<file path="config.mk">
export PLATFORM = sky130hd
export DESIGN_NAME = room_character_run_decoder_unit
export DESIGN_NICKNAME = d
export VERILOG_FILES = /design/src/rtl/core/rcrd_pkg.sv /design/src/rtl/core/rcrd_run_unit.sv /design/src/rtl/core/room_character_run_decoder_unit.sv
export SDC_FILE = /design/constraint.sdc
export NUM_CORES = 1
export LEC_CHECK = 0
export BUFFER_PORTS_ARGS = -buffer_cell sky130_fd_sc_hd__buf_2
export CORE_UTILIZATION = 52
export CTS_BUF_LIST = sky130_fd_sc_hd__clkbuf_8
export DETAILED_ROUTE_END_ITERATION = 16
export PLACE_DENSITY = 0.74
export SYNTH_ARGS = -nofsm -noshare
export SYNTH_HDL_FRONTEND = slang
export SYNTH_HIERARCHICAL = 1
export SYNTH_SLANG_ARGS = --single-unit
</file>
<file path="constraint.sdc">
create_clock -name clk -period 9 [get_ports clk]
set_clock_uncertainty 0.1 [all_clocks]
set_input_delay 1.8 -clock clk [delete_from_list [all_inputs] [get_ports clk]]
set_output_delay 1.8 -clock clk [all_outputs]
set_load 0.03 [all_outputs]
</file>
<file path="src/rtl/core/rcrd_pkg.sv">
`timescale 1ns / 1ps

package rcrd_pkg;

  localparam int WORD_W  = 16;
  localparam int LOW_W   = 11;
  localparam int CNT_W   = 5;
  localparam int CHAR_W  = 12;
  localparam int KIND_W  = 2;

  localparam logic [WORD_W-1:0] END_WORD = 16'hFFFF;

  localparam logic [KIND_W-1:0] KIND_CHAR  = 2'd0;
  localparam logic [KIND_W-1:0] KIND_EMPTY = 2'd1;
  localparam logic [KIND_W-1:0] KIND_END   = 2'd2;

  typedef struct packed {
    logic load;
    logic step;
  } run_ctrl_t;

  typedef struct packed {
    logic [CHAR_W-1:0] character;
    logic              last;
  } run_status_t;

endpackage

</file>
<file path="src/rtl/core/rcrd_run_unit.sv">
`timescale 1ns / 1ps

module rcrd_run_unit
  import rcrd_pkg::*;
(
  input  logic             clk,
  input  run_ctrl_t        ctrl,
  input  logic [LOW_W-1:0] start_in,
  input  logic [CNT_W-1:0] len_in,
  output run_status_t      status
);

  logic [LOW_W-1:0] start_r;
  logic [CNT_W-1:0] len_r;
  logic [CNT_W-1:0] off_r;
  logic [CNT_W-1:0] off_inc;

  assign off_inc = off_r + CNT_W'(1);

  always_ff @(posedge clk) begin
    if (ctrl.load) begin
      start_r <= start_in;
      len_r   <= len_in;
      off_r   <= '0;
    end else if (ctrl.step) begin
      off_r <= off_inc;
    end
  end

  assign status.character = CHAR_W'(start_r) + CHAR_W'(off_r);
  assign status.last      = (off_inc == len_r);

endmodule

</file>
<file path="src/rtl/core/room_character_run_decoder_unit.sv">
`timescale 1ns / 1ps

// Expands a packed room character table, one 16-bit word per handshake, into
// (room, character) words. A header word emits nothing, an empty-room word or
// the end word. An entry word with run length L is accepted, then emits L
// characters from the shared start-plus-offset adder of the run unit, each
// only when the output register is free; in_ready stays low during the run.
// After the end word every further word is accepted and dropped.
// The output register holds one word, so a new word is taken while it drains.
module room_character_run_decoder_unit
  import rcrd_pkg::*;
(
  input  logic              clk,
  input  logic              rst_n,
  input  logic              in_valid,
  output logic              in_ready,
  input  logic [WORD_W-1:0] in_table_word,
  output logic              out_valid,
  input  logic              out_ready,
  output logic [KIND_W-1:0] out_kind,
  output logic [LOW_W-1:0]  out_room_id,
  output logic [CHAR_W-1:0] out_character_id,
  output logic              out_last_of_item
);

  localparam logic [1:0] S_HDR   = 2'd0;
  localparam logic [1:0] S_ENTRY = 2'd1;
  localparam logic [1:0] S_RUN   = 2'd2;
  localparam logic [1:0] S_ENDED = 2'd3;

  logic [1:0]        state_r, state_nxt;
  logic [LOW_W-1:0]  room_r, room_nxt;
  logic [CNT_W-1:0]  entries_r, entries_nxt;
  logic              out_valid_r, out_valid_nxt;
  logic [KIND_W-1:0] kind_r, kind_nxt;
  logic [LOW_W-1:0]  oroom_r, oroom_nxt;
  logic [CHAR_W-1:0] ochar_r, ochar_nxt;
  logic              olast_r, olast_nxt;

  logic              accept;
  logic              out_free;
  logic [LOW_W-1:0]  word_low;
  logic [CNT_W-1:0]  word_top;
  run_ctrl_t         run_ctrl;
  run_status_t       run_status;

  assign word_low = in_table_word[LOW_W-1:0];
  assign word_top = in_table_word[WORD_W-1:LOW_W];
  assign out_free = !out_valid_r || out_ready;
  assign in_ready = (state_r != S_RUN) && out_free;
  assign accept   = in_valid && in_ready;

  rcrd_run_unit u_run (
    .clk      (clk),
    .ctrl     (run_ctrl),
    .start_in (word_low),
    .len_in   (word_top),
    .status   (run_status)
  );

  always_comb begin
    state_nxt     = state_r;
    room_nxt      = room_r;
    entries_nxt   = entries_r;
    out_valid_nxt = out_valid_r && !out_ready;
    kind_nxt      = kind_r;
    oroom_nxt     = oroom_r;
    ochar_nxt     = ochar_r;
    olast_nxt     = olast_r;
    run_ctrl      = '0;
    unique case (state_r)
      S_HDR: begin
        if (accept) begin
          if (in_table_word == END_WORD) begin
            out_valid_nxt = 1'b1;
            kind_nxt      = KIND_END;
            oroom_nxt     = '0;
            ochar_nxt     = '0;
            olast_nxt     = 1'b1;
            state_nxt     = S_ENDED;
          end else begin
            room_nxt = word_low;
            if (word_top == '0) begin
              out_valid_nxt = 1'b1;
              kind_nxt      = KIND_EMPTY;
              oroom_nxt     = word_low;
              ochar_nxt     = '0;
              olast_nxt     = 1'b1;
            end else begin
              entries_nxt = word_top;
              state_nxt   = S_ENTRY;
            end
          end
        end
      end
      S_ENTRY: begin
        if (accept) begin
          entries_nxt   = entries_r - CNT_W'(1);
          run_ctrl.load = 1'b1;
          if (word_top == '0) begin
            state_nxt = (entries_r == CNT_W'(1)) ? S_HDR : S_ENTRY;
          end else begin
            state_nxt = S_RUN;
          end
        end
      end
      S_RUN: begin
        if (out_free) begin
          out_valid_nxt = 1'b1;
          kind_nxt      = KIND_CHAR;
          oroom_nxt     = room_r;
          ochar_nxt     = run_status.character;
          olast_nxt     = run_status.last;
          run_ctrl.step = 1'b1;
          if (run_status.last) begin
            state_nxt = (entries_r == '0) ? S_HDR : S_ENTRY;
          end
        end
      end
      S_ENDED: begin
        state_nxt = S_ENDED;
      end
      default: begin
        state_nxt = S_ENDED;
      end
    endcase
  end

  always_ff @(posedge clk) begin
    if (!rst_n) begin
      state_r     <= S_HDR;
      room_r      <= '0;
      entries_r   <= '0;
      out_valid_r <= 1'b0;
    end else begin
      state_r     <= state_nxt;
      room_r      <= room_nxt;
      entries_r   <= entries_nxt;
      out_valid_r <= out_valid_nxt;
    end
  end

  always_ff @(posedge clk) begin
    kind_r  <= kind_nxt;
    oroom_r <= oroom_nxt;
    ochar_r <= ochar_nxt;
    olast_r <= olast_nxt;
  end

  assign out_valid        = out_valid_r;
  assign out_kind         = kind_r;
  assign out_room_id      = oroom_r;
  assign out_character_id = ochar_r;
  assign out_last_of_item = olast_r;

  a_run_blocks_input: assert property (@(posedge clk) disable iff (!rst_n)
    (state_r == S_RUN) |-> !in_ready)
    else $error("input taken during run");

  a_ended_silent: assert property (@(posedge clk) disable iff (!rst_n)
    (state_r == S_ENDED) |=> !$rose(out_valid_r))
    else $error("word emitted after end of table");

  a_noncharacter_zero: assert property (@(posedge clk) disable iff (!rst_n)
    (out_valid_r && (kind_r != KIND_CHAR)) |-> ((ochar_r == '0) && olast_r))
    else $error("non-character word malformed");

  a_end_room_zero: assert property (@(posedge clk) disable iff (!rst_n)
    (out_valid_r && (kind_r == KIND_END)) |-> ((oroom_r == '0) && (state_r == S_ENDED)))
    else $error("end word malformed");

endmodule
</file>
=== Word level (Yosys, flattened, before mapping) ===
Cells that the tools add are included.

* Bitwise operators: 1
* Mux-type cells: 44
* Reduce and logical (&&, ||, !) cells: 15
* Add/sub/neg operators: 3
* Eq/ne operators: 15

{| class="wikitable"
|+ Operators with widths
! operator !! count
|-
| $mux 12 || 4
|-
| $mux 11 || 4
|-
| $pmux 12 s2 || 1
|-
| $mux 2 || 11
|-
| $pmux 11 s2 || 1
|-
| $mux 5 || 4
|-
| $eq 16x16->1 const B || 1
|-
| $mux 1 || 14
|-
| $ne 2x2->1 const B || 7
|-
| $add 11x5->12 || 1
|-
| $logic_not 5->1 || 2
|-
| $pmux 5 s2 || 1
|-
| $reduce_and 5->1 || 2
|-
| $pmux 2 s4 || 1
|-
| $ne 3x3->1 const B || 2
|-
| $add 5x1->5 const B || 1
|-
| $eq 5x1->1 const B || 1
|-
| $eq 5x5->1 || 1
|-
| $sub 5x1->5 const B || 1
|-
| $eq 2x2->1 const B || 2
|-
| $pmux 1 s2 || 2
|-
| $pmux 2 s2 || 1
|-
| $reduce_and 4->1 || 1
|-
| $reduce_bool 2->1 || 2
|-
| other kinds (7) || 10
|}

* Output and inout port bits: 28
* Flip-flop bits (word level): 66
* Input bits: 20
* Logic and storage cells: 89

=== Depth between registers and ports, before layout ===
Gate-level depths: netlist of run 1.

* Depth in word-level cells: 6
* Gate-level depth with buffers: 8
* Depth with buffers taken out: 8

=== Modules after synthesis ===
Netlist of run 1, hierarchy kept.

{| class="wikitable"
|+ By module, submodules not included
! module !! cells each !! area each (µm²) !! sequential area each (µm²) !! times used
|-
| room_character_run_decoder_unit || 192 || 2031.9 || 1161.1 || 1
|-
| rcrd_run_unit || 90 || 1086.0 || 580.6 || 1
|}

=== Worst setup path after synthesis of run 1 ===
Ideal clock, no wire load.

* Kind: input-to-reg
* Start: input in_table_word[12]
* End: register ochar_r[0], in the netlist out_character_id[0] (enable)
* Required time: 8458 ps
* Setup time: 442 ps
* Buffers on the path: 0
* Stages: 5
* Data arrival time: 4549 ps
* Path slack: 3909 ps
* Path through: or4_1 nor2_1 or2_2 a21oi_1 nor3_1

* Cells in the longest elaborated chain, start to end: 3
* Elaborated cells on any way between the ends: 4
* Those cells by class: eq/ne (2); reduce/logical (2)

{| class="wikitable"
|+ Ends and longest elaborated chain
! element !! line !! source
|-
| start: declaration || room_character_run_decoder_unit.sv:17 || <nowiki>input logic [WORD_W-1:0] in_table_word,</nowiki>
|-
| $eq 16x16->1 / $logic_not 5->1 (equally long branches) || room_character_run_decoder_unit.sv:74, room_character_run_decoder_unit.sv:83 ||
|-
| $ne 3x3->1 (no source line) (*) || -- ||
|-
| $reduce_and 4->1 (no source line) (*) || -- ||
|-
| end signal: assignment || room_character_run_decoder_unit.sv:146 || <nowiki>ochar_r <= ochar_nxt;</nowiki>
|-
| end: declaration || room_character_run_decoder_unit.sv:37 || <nowiki>logic [CHAR_W-1:0] ochar_r, ochar_nxt;</nowiki>
|}

Every way passes the cells marked *; elsewhere a longest branch is shown, timed or not.
A chain may end at the register's enable or synchronous reset.

=== Worst setup path in the final report of run 1 ===
* Start: input out_ready
* End: output in_ready

* Cells in the longest elaborated chain, start to end: 2

{| class="wikitable"
|+ Ends and longest elaborated chain
! element !! line !! source
|-
| start: declaration || room_character_run_decoder_unit.sv:19 || <nowiki>input logic out_ready,</nowiki>
|-
| $logic_or 1x1->1 || room_character_run_decoder_unit.sv:49 || <nowiki>assign out_free = !out_valid_r || out_ready;</nowiki>
|-
| $logic_and 1x1->1 || room_character_run_decoder_unit.sv:50 || <nowiki>assign in_ready = (state_r != S_RUN) && out_free;</nowiki>
|-
| end: declaration || room_character_run_decoder_unit.sv:16 || <nowiki>output logic in_ready,</nowiki>
|}

Every way passes these cells.

==> results.cfg, run 1 <==
[grt]
grt_max_degree = 23
grt_first_pass_wirelength_um = 10600
grt.overflow.total = 0
grt_pass1_vias = 2215
grtUsageTotal = 0.2241
antenna_found_initial = 0

[sta]
relSlewSlack = 0.3644
drv_slew = 0
setup_viol = 0
fin_crit_sh = 0.4856
fin_setup_tns_ns = 0
rsz0062_at_grt = no
tightest_slew_ns = 0.9535
hold_violations = 0
max_freq_mhz = 228.8
layout_min_cycle_time_ns = 4.370

[critical_path]
reg2reg_slack_ns = 6.46
critical_path.slowest_cell = nor2b_1
required_ns = 7.10
arrival_ns = 2.47
timing.rr.end = state_r[0]
crit_fanout = 3
path_class = primary input to output pin
r2r_start = state_r[0]
reg2reg_depth = 3
crit_top_cell = buf_2
worstPathCellList = buf_2 > nor2b_1 > nor2_1 > buf_2
crit_path_max_incr_delay_ns = 0.25
critPathCaptureType = output pin
worstSetupStartpointType = primary input

[yosys]
netlist_top_cells_area = edfxtp_1, dfxtp_1, nand2_1
ys_top_cells_by_count = edfxtp_1, nand2_1, nor2_1
yosys.cell_types.count = 47
synth.largest_area_cell = edfxtp_1
syn_nets = 311
syn_inst = 282
async_reset_ff_frac = 0
syn_area_per_cell_um2 = 11.06
yosys_warnings = 6
ys_seq_area_frac = 0.5586
synth.cell_area_um2 = 3118
synth_edf_count = 42
ys_seq_elements = 66
synth_ff_type = edfxtp_1
netlist.area_leader.share = 0.4045
yosysMostFrequentCell = edfxtp_1

[power_and_ir_drop]
switchingPower_uw = 237.2
p_int_uw = 599.5
irDropWorstVdd_mv = 0.1398
seq_power_share = 0.454
clkPwrFrac = 0.356
swShare = 0.2835
power-per-cell-area_nw_per_um2 = 229.8
p_leak_nw = 1.485
p_comb_frac = 0.190

[cells_and_area]
diodes = 0
syn2layout_area_growth_pct = 16.77
multi_input_comb_area_um2 = 1282
register_area_um2 = 1742
n_fill_cell = 434
drive_gt1_frac = 0.2143
layout.cells.non_filler = 408
final_nets = 360
fin_util = 0.6454

[detailed_routing]
viasPerCell = 5.527
dr.pass1.iters = 4
vias = 2255
wl_per_cell_um = 15.42
wirelength_um = 6293
drtAntennaViolNets = 0
drc = 0
drt_iter0_drc = 120

[floorplan]
start_util = 0.5527
die_h_um = 79.44
rows = 27
core_um2 = 5642
ios = 48
die-area_um2 = 6310
die_x_um = 79.44

[worst_hold_path]
hold_depth = 2
hold_path.class = flip-flop to flip-flop
hold_path.startpoint = room_r[4]
hold_end = room_r[4]

[clocking]
cts.path.max_buffers = 2
htreeDepth = 3
cts_made_buffers = 9
cts_setup_buffers = 0
hold_buffers = 0
cts_root_buffer = clkbuf_8
tritoncts = done
cts.sinks = 66
clk_latency_ns = 0.34
clk_pin_slew_worst_paths_ns = 0.08
cts.repair.resized = 0

[outcome]
status = complete, no violations

[place]
hpwl_um = 4382
io_buffers = 47
dp_cells = 392
globalplace.congestion = 0.8490

[run]
cap_violations = 0
[worst max path at each step]
stage	startpoint	to	slack [ns]	depth (start not counted)
after floorplan	in_table_word[12]	out_character_id[0]	3.91	5
after global placement	in_table_word[6]	out_room_id[2]	4.44	7
after detailed placement	in_table_word[0]	out_room_id[2]	4.37	7
after CTS	out_ready	in_ready	4.62	4
after global routing	in_table_word[0]	out_character_id[4]	4.49	7
final	out_ready	in_ready	4.63	4
[final cells by class]
cell class,count,share of cell area
repair buffers,48,0.06667
inverters,11,0.01134
clock buffers,9,0.03402
flip-flops and latches,66,0.4784
well taps,72,0.02474
multi-input cells,195,0.3522
clock inverters,7,0.03265
[worst max-delay path: cells and delay by family]
family,cells,cell delay [ns]
buf+inv,2,0.32
simple gates,2,0.35
[power groups by stage]
| stage | sequential [mW] | combinational, mW | clock [mW] |
|---|---|---|---|
| 6_report | 0.380 | 0.159 | 0.298 |
| 3_5_place_dp | 0.386 | 0.157 | 0 |
| 3_3_place_gp | 0.385 | 0.153 | 0 |
| 4_1_cts | 0.380 | 0.159 | 0.301 |
| 5_1_grt | 0.384 | 0.177 | 0.311 |
| 2_1_floorplan | 0.393 | 0.111 | 0 |
[layer usage]
layer  up-vias  wire [um]  global-route usage
met1      1049       2919              0.2931
met5         -          0                   0
met4         0        136              0.1164
met3        14        274             0.03657
met2        73       2962              0.3581
li1       1119          -                   -
[through the flow]
step / hold slack [ns] / instance area (um^2) / power, mW / setup WS (ns)
global placement: 0.3770 / 3398 / 0.5378 / 4.444
detailed placement: 0.3873 / 3398 / 0.5433 / 4.365
finish: 0.3999 / 3641 / 0.8367 / 4.630
floorplan: 0.3592 / 3118 / 0.5045 / 3.909
CTS: 0.4070 / 3641 / 0.8391 / 4.623
global route: 0.4249 / 3641 / 0.8718 / 4.492
[flip-flops by register name (all words and copies together) (netlist names)]
register,flops
out_valid,1
out_kind,2
out_room_id,11
entries_r,5
state_r,2
out_character_id,12
u_run/start_r,11
out_last_of_item,1
u_run/len_r,5
u_run/off_r,5
room_r,11
[cell usage in the layout, fill, tap and decap left out, types with 3 or more instances in the layout]
| cell | n |
|---|---|
| a21oi_1 | 8 |
| and3_1 | 13 |
| buf_2 | 47 |
| bufinv_16 | 3 |
| clkbuf_8 | 9 |
| dfxtp_1 | 24 |
| edfxtp_1 | 42 |
| ha_1 | 8 |
| inv_1 | 11 |
| mux2i_1 | 12 |
| nand2_1 | 33 |
| nand3_1 | 5 |
| nand4_1 | 6 |
| nor2_1 | 30 |
| nor2b_1 | 5 |
| o2111ai_1 | 4 |
| o21ai_0 | 16 |
| xnor2_1 | 13 |
| xor2_1 | 8 |
[cell families (layout without fill, tap and decap cells)]
group | Yosys count | count (layout) | share of synthesized area
buf+inv | 21 | 75 | 0.03170
flops | 66 | 66 | 0.5586
mux | 12 | 12 | 0.03852
compound gates | 45 | 45 | 0.09711
simple gates | 108 | 108 | 0.1766
xor+xnor | 21 | 21 | 0.05899
fa+ha+maj | 9 | 9 | 0.03852
Note: power is estimated with default switching activity, not from simulation.
==> run 2: changes to the inputs <==
- ABC_AREA: default -> 1
- PLACE_DENSITY: 0.74 -> 0.76
- clock period: 9 -> 3.7 ns (I/O delays scaled with it)
==> run 2 against run 1 <==
First-iteration DRC count up 41%. Synthesized area is 6.6% higher. Register-to-register slack got worse by 5.2 ns. Sequential cell count is the same. Wire length increased by 9.0%. Clock power rose by 130%. Sequential power grew to 3.1 times the previous value. Final cell count rose by 33%. Critical path depth up 6. Cell area rose by 5.7%. Core utilization is 0.69 points lower. Sequential share of layout area down 2.6 points.
==> results.cfg, run 2 <==
[outcome]
status = complete, no violations

[floorplan]
core_um2 = 6026
ios = 48
start_util = 0.5515
die_h_um = 81.94
die-area_um2 = 6714
die_x_um = 81.94
rows = 28

[worst_hold_path]
hold_depth = 2
hold_end = room_r[3]
hold_path.class = flip-flop to flip-flop
hold_path.startpoint = room_r[3]

[place]
pre_cts_slack_ns = 0.9308
hpwl_um = 4920
globalplace.congestion = 0.8294
dp_cells = 525
io_buffers = 47

[clocking]
clk_pin_slew_worst_paths_ns = 0.07
cts.sinks = 66
tritoncts = done
cts.path.max_buffers = 2
cts_root_buffer = clkbuf_8
cts_setup_buffers = 0
cts_made_buffers = 9
hold_buffers = 0
cts.repair.resized = 0
clk_latency_ns = 0.34
htreeDepth = 3

[detailed_routing]
wl_per_cell_um = 12.68
dr.pass1.iters = 5
wirelength_um = 6861
vias = 2718
drtAntennaViolNets = 0
drt_iter0_drc = 169
viasPerCell = 5.024
drc = 0

[cells_and_area]
final_nets = 490
largest_reg_flops = 12
drive_gt1_frac = 0.1609
syn2layout_area_growth_pct = 15.78
diodes = 0
layout.cells.non_filler = 541
final_cell_mix = nand2_1, nor2_1, inv_1, buf_2, edfxtp_1
final_common_cell = nand2_1
n_fill_cell = 504

[sta]
tightest_slew_ns = 0.7682
setup_viol = 0
layout_min_cycle_time_ns = 2.407
rsz0062_at_grt = no
drv_slew = 0
fin_setup_tns_ns = 0
fin_crit_sh = 0.6504
setup_slack_ns = 1.293
max_freq_mhz = 415.5
hold_violations = 0
relSlewSlack = 0.4873

[critical_path]
crit_buf_inv = 4
timing.rr.end = out_character_id[2]
worstSetupStartpointType = primary input
reg2reg_slack_ns = 1.31
path_delay_family = buffers and inverters
critPathCaptureType = flip-flop
crit_fanout = 15
worstPathCellList = buf_2 > nand2_1 > nor2_1 > nand2_1 > nor2_1 > inv_1 > nand3_1 > o21ai_0 > inv_1 > buf_4
crit_path_max_incr_delay_ns = 0.52
r2r_start = state_r[0]
critical_path.slowest_cell = inv_1
required_ns = 3.64
arrival_ns = 2.35
path_class = primary input to flip-flop
reg2reg_depth = 9

[yosys]
ys_seq_elements = 66
yosys.cell_types.count = 29
synth.cell_area_um2 = 3323
synth_ff_type = edfxtp_1
syn_nets = 439
netlist.area_leader.share = 0.3795
synth_edf_count = 42
netlist_top_cells_area = edfxtp_1, dfxtp_1, nand2_1
synth.largest_area_cell = edfxtp_1
ys_top_cells_by_count = nand2_1, nor2_1, inv_1
syn_inst = 410
ys_seq_area_frac = 0.5241
yosys_warnings = 6
yosysMostFrequentCell = nand2_1
async_reset_ff_frac = 0
syn_area_per_cell_um2 = 8.105

[power_and_ir_drop]
p_leak_nw = 1.829
irDropWorstVdd_mv = 0.3943
power_mw = 3.191
power-per-cell-area_nw_per_um2 = 829.3

[grt]
grt_use_met1 = 0.2873
antenna_found_initial = 0
grtUsageTotal = 0.2236
grt_first_pass_wirelength_um = 11070
grt.overflow.total = 0
busiest_layer = met2
use_met2 = 0.3587
use_met3 = 0.05111
grt_max_degree = 22
grt_pass1_vias = 2485

[run]
cap_violations = 0
==> run 2: changes by cell type after synthesis, moves of 5 or more <==
cell / change
xnor2_1: -8
nor2b_1: -5
mux2i_1: -12
inv_1: +46
nand2_1: +87
nand3_1: +12
and3_1: -13
nor3_1: +12
nor2_1: +33
==> run 2: power breakdown <==
part,switching [mW],internal [mW]
logic,0.912,0.413
clock network,0.280,0.399
registers,0.124,1.06
total,1.32,1.87
==> run 2: logic make-up (layout without fill, tap and decap cells) <==
logic type / count (synthesis) / after routing / share of synthesized area
XOR/XNOR: 9 / 9 / 0.02372
adder cells (fa/ha/maj): 9 / 9 / 0.03615
AO/OA/AOI/OAI: 31 / 31 / 0.05008
buffers and inverters: 66 / 122 / 0.07756
AND/OR/NAND/NOR: 229 / 229 / 0.2884
flip-flops: 66 / 66 / 0.5241
==> run 2: cell type report <==
type	instances	area, um^2	share of cell area
Tap cell	75	93.84	0.02439
Inverter	58	217.7	0.05659
Clock buffer	10	137.6	0.03577
Sequential cell	66	1742	0.4527
Clock inverter	6	90.09	0.02341
Multi-Input combinational cell	278	1324	0.3441
Timing Repair Buffer	48	242.7	0.06309
==> run 2: worst max-delay path by stage <==
stage | start | end | slack (ns) | cells after the start
after floorplan | out_ready | out_character_id[0] | 1.41 | 6
after global placement | in_table_word[13] | out_character_id[2] | 1.03 | 10
after detailed placement | in_table_word[13] | out_character_id[3] | 0.93 | 10
after CTS | in_table_word[13] | out_character_id[3] | 1.28 | 10
after global routing | in_table_word[12] | out_room_id[10] | 1.10 | 10
final | in_table_word[12] | out_character_id[2] | 1.29 | 10
==> run 2: stage by stage <==
step / hold WS, ns / util / cell area (um^2)
CTS: 0.4118 / 0.6385 / 3847
finish: 0.4104 / 0.6385 / 3847
global route: 0.4509 / 0.6385 / 3847
floorplan: 0.3620 / - / 3323
detailed placement: 0.3934 / 0.6007 / 3620
global placement: 0.3838 / 0.6007 / 3620
==> run 2: worst min-delay path, stage by stage (launching register included) <==
cell	delay, ns
dfxtp_1	0.34
o21ai_1	0.07
nor2_1	0.07
==> run 2: routing by layer <==
metal  vias to the layer above  wire, um
li1                       1403         -
met1                      1229      2972
met2                        81      3393
met3                         5       444
met4                         0        49
met5                         -         0
